--- src/prgcc_pkg.sv ---
// Package for the proportional-resonant grid current controller.
// Holds shared types, fixed-point constants and the sine polynomial table.
// No dependencies.
package prgcc_pkg;

    localparam int MAX_SUBSTEPS = 16;
    localparam int PHASE_BITS   = 16;

    localparam int ANG_W    = 16;
    localparam int PHASE_KEEP = (PHASE_BITS < ANG_W) ? PHASE_BITS : ANG_W;
    localparam logic [ANG_W-1:0] ANG_MASK = {ANG_W{1'b1}} << (ANG_W - PHASE_KEEP);

    localparam logic signed [63:0] WIDE_LIM = 64'sh4000_0000_0000_0000;
    localparam logic [63:0]        Q30_ONE  = 64'd1073741824;
    localparam logic [63:0]        W2_COEF  = 64'd4340697920;
    localparam logic signed [47:0] RES_MAX  = 48'sh7FFF_FFFF_FFFF;
    localparam logic signed [47:0] RES_MIN  = 48'sh8000_0000_0000;

    localparam logic [23:0] PROP_GAIN_RST    = 24'd25600;
    localparam logic [27:0] INTEG_GAIN_RST   = 28'd2048000;
    localparam logic [39:0] SUBSTEP_TIME_RST = 40'd54975581;
    localparam logic [4:0]  OVERSAMPLE_RST   = 5'd1;
    localparam logic [22:0] RATE_LIMIT_RST   = 23'd410;

    typedef enum logic [1:0] {
        SH_0,
        SH_8,
        SH_30,
        SH_40
    } t_shift;

    // One request to the shared multiply-and-scale unit
    typedef struct packed {
        logic signed [63:0] a;
        logic [63:0]        b;
        t_shift             sh;
    } t_mpy_req;

    typedef enum logic [2:0] {
        REG_PROP_GAIN,
        REG_INTEG_GAIN,
        REG_SUBSTEP_TIME,
        REG_OVERSAMPLE,
        REG_RATE_LIMIT
    } t_reg_idx;

    typedef enum logic [3:0] {
        ST_IDLE,
        ST_SIN_Z2,
        ST_SIN_POLY,
        ST_SIN_ZP,
        ST_ROT,
        ST_FF,
        ST_W2,
        ST_DRIVE,
        ST_X1,
        ST_TW,
        ST_X2,
        ST_PROP,
        ST_EMIT
    } t_state;

    // Odd polynomial coefficients of the quarter-wave sine, Q1.30
    function automatic logic [30:0] sin_coef(input logic [2:0] idx);
        logic [30:0] c;
        case (idx)
            3'd0:    c = 31'd1686629713;
            3'd1:    c = 31'd693598668;
            3'd2:    c = 31'd85569306;
            3'd3:    c = 31'd5026995;
            3'd4:    c = 31'd172272;
            default: c = 31'd0;
        endcase
        return c;
    endfunction

endpackage

--- src/prgcc_mpy.sv ---
// Shared multiply-and-scale unit: floor(a * b / 2^sh), saturated to 2^62.
// One 32x32 multiplier walks four partial products into a 128-bit accumulator.
// Depends on prgcc_pkg.
module prgcc_mpy (
    input  logic                      i_clk,
    input  logic                      i_rst_n,
    input  logic                      i_start,
    input  prgcc_pkg::t_mpy_req       i_req,
    output logic                      o_done,
    output logic signed [63:0]        o_res
);

    logic [63:0]        r_a;
    logic [63:0]        r_b;
    logic               r_neg;
    prgcc_pkg::t_shift  r_sh;
    logic [127:0]       r_acc;
    logic [63:0]        r_pp;
    logic [1:0]         r_pos;
    logic [2:0]         r_cnt;
    logic               r_busy;
    logic               r_done;
    logic signed [63:0] r_res;

    logic signed [63:0] a_clamp;
    logic [63:0]        a_mag;
    logic [31:0]        a_half;
    logic [31:0]        b_half;
    logic [127:0]       pp_ext;
    logic [127:0]       acc_shift;
    logic               rem;
    logic [63:0]        q;
    logic [63:0]        n_res;

    always_comb begin
        if (i_req.a > prgcc_pkg::WIDE_LIM) begin
            a_clamp = prgcc_pkg::WIDE_LIM;
        end else if (i_req.a < -prgcc_pkg::WIDE_LIM) begin
            a_clamp = -prgcc_pkg::WIDE_LIM;
        end else begin
            a_clamp = i_req.a;
        end
        a_mag = (a_clamp < 0) ? 64'(-a_clamp) : 64'(a_clamp);
    end

    assign a_half = r_cnt[1] ? r_a[63:32] : r_a[31:0];
    assign b_half = r_cnt[0] ? r_b[63:32] : r_b[31:0];

    always_comb begin
        case (r_pos)
            2'd0:    pp_ext = {64'd0, r_pp};
            2'd1:    pp_ext = {32'd0, r_pp, 32'd0};
            default: pp_ext = {r_pp, 64'd0};
        endcase
    end

    always_comb begin
        case (r_sh)
            prgcc_pkg::SH_0: begin
                acc_shift = r_acc;
                rem       = 1'b0;
            end
            prgcc_pkg::SH_8: begin
                acc_shift = r_acc >> 8;
                rem       = |r_acc[7:0];
            end
            prgcc_pkg::SH_30: begin
                acc_shift = r_acc >> 30;
                rem       = |r_acc[29:0];
            end
            default: begin
                acc_shift = r_acc >> 40;
                rem       = |r_acc[39:0];
            end
        endcase
        q = (acc_shift > 128'(prgcc_pkg::WIDE_LIM)) ? 64'(prgcc_pkg::WIDE_LIM)
                                                    : acc_shift[63:0];
        n_res = r_neg ? (64'd0 - q - 64'(rem)) : q;
    end

    always_ff @(posedge i_clk) begin
        if (!i_rst_n) begin
            r_busy <= 1'b0;
            r_done <= 1'b0;
            r_cnt  <= 3'd0;
        end else begin
            r_done <= 1'b0;
            if (i_start) begin
                r_busy <= 1'b1;
                r_cnt  <= 3'd0;
            end else if (r_busy) begin
                r_cnt <= r_cnt + 3'd1;
                if (r_cnt == 3'd5) begin
                    r_busy <= 1'b0;
                    r_done <= 1'b1;
                end
            end
        end
    end

    always_ff @(posedge i_clk) begin
        if (i_start) begin
            r_a   <= a_mag;
            r_b   <= i_req.b;
            r_neg <= (a_clamp < 0);
            r_sh  <= i_req.sh;
            r_acc <= 128'd0;
        end else if (r_busy) begin
            if (r_cnt < 3'd4) begin
                r_pp  <= a_half * b_half;
                r_pos <= {1'b0, r_cnt[1]} + {1'b0, r_cnt[0]};
            end
            if (r_cnt >= 3'd1 && r_cnt <= 3'd4) begin
                r_acc <= r_acc + pp_ext;
            end
            if (r_cnt == 3'd5) begin
                r_res <= $signed(n_res);
            end
        end
    end

    assign o_done = r_done;
    assign o_res  = r_res;

endmodule

--- config.mk ---
export PLATFORM = sky130hd
export DESIGN_NAME = prgcc_mpy
export DESIGN_NICKNAME = d
export VERILOG_FILES = /design/src/prgcc_pkg.sv /design/src/prgcc_mpy.sv
export SDC_FILE = /design/constraint.sdc
export NUM_CORES = 2
export LEC_CHECK = 0
export ABC_CLOCK_PERIOD_IN_PS = 25700
export BUFFER_PORTS_ARGS = -buffer_cell sky130_fd_sc_hd__buf_2
export CAP_MARGIN = 15
export CORE_ASPECT_RATIO = 0.8
export CORE_MARGIN = 3
export CORE_UTILIZATION = 46
export CTS_BUF_LIST = sky130_fd_sc_hd__clkbuf_16
export CTS_CLUSTER_SIZE = 24
export DETAILED_ROUTE_END_ITERATION = 12
export GPL_ROUTABILITY_DRIVEN = 0
export PLACE_DENSITY = 0.64
export SYNTH_ARGS = -nofsm -noshare
export SYNTH_HDL_FRONTEND = slang
export SYNTH_SLANG_ARGS = --single-unit
--- constraint.sdc ---
create_clock -name i_clk -period 25.7 [get_ports i_clk]
set_clock_uncertainty 0.2 [all_clocks]
set_input_delay 2.57 -clock i_clk [delete_from_list [all_inputs] [get_ports i_clk]]
set_output_delay 2.57 -clock i_clk [all_outputs]
set_load 0.01 [all_outputs]
==> flow_metrics.env <==
export IMPL_grt_max_degree=131
export IMPL_vias=54500
export IMPL_hold_violations=0
export IMPL_hpwl_um=171000
export IMPL_drc=0
export IMPL_antenna_left=0
export IMPL_fin_nets=8703
export IMPL_ctsHoldBuffers=0
export IMPL_synth_top_family_by_area="adder cells"
export IMPL_postCtsSetupBuffers=0
export IMPL_num_rows=120
export IMPL_drive_above_1_share=0.0833
export IMPL_synth_top_cell_by_area="fa_1"
export IMPL_cts_resized=0
export IMPL_netlist_area_leader_share=0.284
export IMPL_worstMarginPinSlew_ns=1.20
export IMPL_final_common_cell="nand2_1"
export IMPL_drt_pass1_iter_count=6
export IMPL_dieWidth_um=420
export IMPL_cpPeakStageDelay_ns=0.82
export IMPL_seq_area_frac_synth=0.166
export IMPL_cts_tree="yes"
export IMPL_avgSynthCellArea_um2=8.69
export IMPL_syn_nets=8754
export IMPL_track_usage=0.313
export IMPL_numCtsBuffers=47
export IMPL_min_path_cells=2
export IMPL_max_freq_mhz=97.1
export IMPL_fin_crit_ns=10.30
export IMPL_most_common_layout_cells="nand2_1 (996), inv_1 (960), fa_1 (897)"
export IMPL_ys_types=95
export IMPL_grt_pass1_wl_um=335000
export IMPL_yosys_area_share_simple=0.164
export IMPL_async_flop_share=0
export IMPL_coreArea_um2=135000
export IMPL_io_buffers=197
export IMPL_cts_clk_slew_worst_paths_ns=0.07
export IMPL_synth_xor_area_frac=0.0373
export IMPL_status="finished clean"
export IMPL_crit_slowest_cell="buf_4"
export IMPL_start_kind="flip-flop"
export IMPL_cts_sinks=394
export IMPL_synth_edf_count=261
export IMPL_num_fill_cells=12700
export IMPL_rsz0062_at_grt="false"
export IMPL_postRouteWirelength_um=224000
export IMPL_period_share=0.401
export IMPL_synth_seq_cells=394
export IMPL_ys_warn_count=0
export IMPL_end_kind="flip-flop"
export IMPL_criticalPathCategory="flip-flop to flip-flop"
export IMPL_maxSlewViolCount=0
export IMPL_floorplan_initialDensity=0.467
export IMPL_cpMostUsedCell="fa_1"
export IMPL_ctsHtreeMaxLevel=2
export IMPL_worstPathRequired_ns=25.92
export IMPL_ys_top_cells_by_area="fa_1 (28%), edfxtp_1 (12%), ha_1 (9.1%)"
export IMPL_synth_area_um2=63200
export IMPL_crit_path_max_fanout=56
export IMPL_cap_violations=0
export IMPL_clk_latency_ns=0.72
export IMPL_yosys_area_share_adder=0.375
export IMPL_die_h_um=337
export IMPL_grt_pass1_vias=53600
export IMPL_first_iter_violations=6529
export IMPL_io_pins=198
export IMPL_hold_path_class="flip-flop to flip-flop"
export IMPL_r2r_cells=26
export IMPL_area_growth_pct=7.03
export IMPL_tns_ns=0
export IMPL_synth_compound_area_frac=0.124
export IMPL_synthCells=7266
export IMPL_synth_main_ff_cell="edfxtp_1"
export IMPL_rrSetupSlack_ns=15.40
export IMPL_cts_buffer_depth=3
export IMPL_via_per_inst=6.03
export IMPL_setup_viol=0
export IMPL_cts_root_buffer="clkbuf_16"
export IMPL_cp_data_arrival_time_ns=10.52
export IMPL_routedWlPerCell_um=24.8
export IMPL_overflow=0
export IMPL_maxSlewHeadroom=0.201
export IMPL_synthMuxAreaShare=0.0524
export IMPL_grt_antenna_before_repair=1
export IMPL_die_area_um2=142000
-- state kept, by name (all words and copies together) (netlist names) --
register,flops
r_acc,128
o_res,64
r_a,64
r_b,64
r_pp,64
r_cnt,3
r_pos,2
r_sh,2
o_done,1
r_busy,1
r_neg,1
-- path summary, 6_finish.rpt --
path                    from    endpoint
hold / removal    r_acc[119]  r_acc[119]
setup reg to reg    r_cnt[0]    r_pp[58]
hold reg to reg   r_acc[119]  r_acc[119]
setup / recovery    r_cnt[0]    r_pp[58]
-- cells by family (layout without fill, tap and decap cells) --
kind of cell | Yosys count | after routing
flops | 394 | 394
fa+ha+maj | 1355 | 1355
other cells | 1 | 10
mux | 242 | 242
compound gates | 1258 | 1258
simple gates | 2403 | 2403
buf+inv | 1344 | 1332
xor+xnor | 269 | 269
-- per-layer routing --
| layer | vias up | track usage | share of wire | wire length, um |
|---|---|---|---|---|
| met1 | 26500 | 0.420 | 0.39 | 87600 |
| met5 | - | 0.00475 | 0.00045 | 100 |
| met3 | 651 | 0.115 | 0.14 | 31900 |
| met2 | 3534 | 0.453 | 0.41 | 92200 |
| li1 | 23800 | - | - | - |
| met4 | 4 | 0.132 | 0.053 | 11900 |
-- critical path: cells and delay by family (launching register included) --
kind	cells	cell delay, ns
compound gates	9	3.18
xor+xnor	1	0.13
fa+ha+maj	9	3.89
buf+inv	4	1.35
flops	1	0.50
mux	1	0.28
simple gates	2	0.44
-- cell usage after synthesis, types with 9 or more instances --
cell,n
a211oi_1,24
a21boi_0,24
a21o_1,174
a21oi_1,430
a22o_1,34
a31oi_1,46
and2_1,83
and3_1,36
buf_1,36
clkbuf_1,333
dfxtp_1,133
edfxtp_1,261
fa_1,897
ha_1,458
inv_1,959
mux2_2,65
mux2i_1,110
mux4_2,63
nand2_1,996
nand2b_1,36
nand3_1,59
nand4_1,96
nor2_1,854
nor2b_1,35
nor3_1,56
nor4_1,62
o211ai_1,20
o21a_1,30
o21ai_0,276
o21bai_1,55
o22ai_1,11
o31ai_1,31
o41ai_1,9
or2_2,21
or3_1,25
or4_1,13
xnor2_1,165
xor2_1,104
-- per-stage QoR --
step / instance area, um^2 / setup WS, ns / hold slack [ns] / std cells / utilization
3_3_place_gp: 65800 / 15.63 / 0.264 / 8935 / 0.487
4_1_cts: 67600 / 15.50 / 0.277 / 9023 / 0.500
6_report: 67600 / 15.40 / 0.280 / 9032 / 0.500
2_1_floorplan: 63200 / 16.54 / 0.244 / 7266 / -
3_5_place_dp: 65800 / 15.49 / 0.269 / 8935 / 0.487
5_1_grt: 67600 / 15.01 / 0.315 / 9023 / 0.500
-- area by class of cell --
class,instances,area (um^2),share of cell area
tap,1769,2210,0.0327
clock buffer,47,1180,0.0174
multi-input combinational,5528,47900,0.708
clock inverter,41,564,0.00835
inverter,960,3600,0.0533
antenna,9,22.5,0.000333
sequential,394,10500,0.155
timing repair buffer,284,1660,0.0246
Power is not shown: default switching activity piles up to over one toggle a cycle in this logic, so the estimate is an artifact.
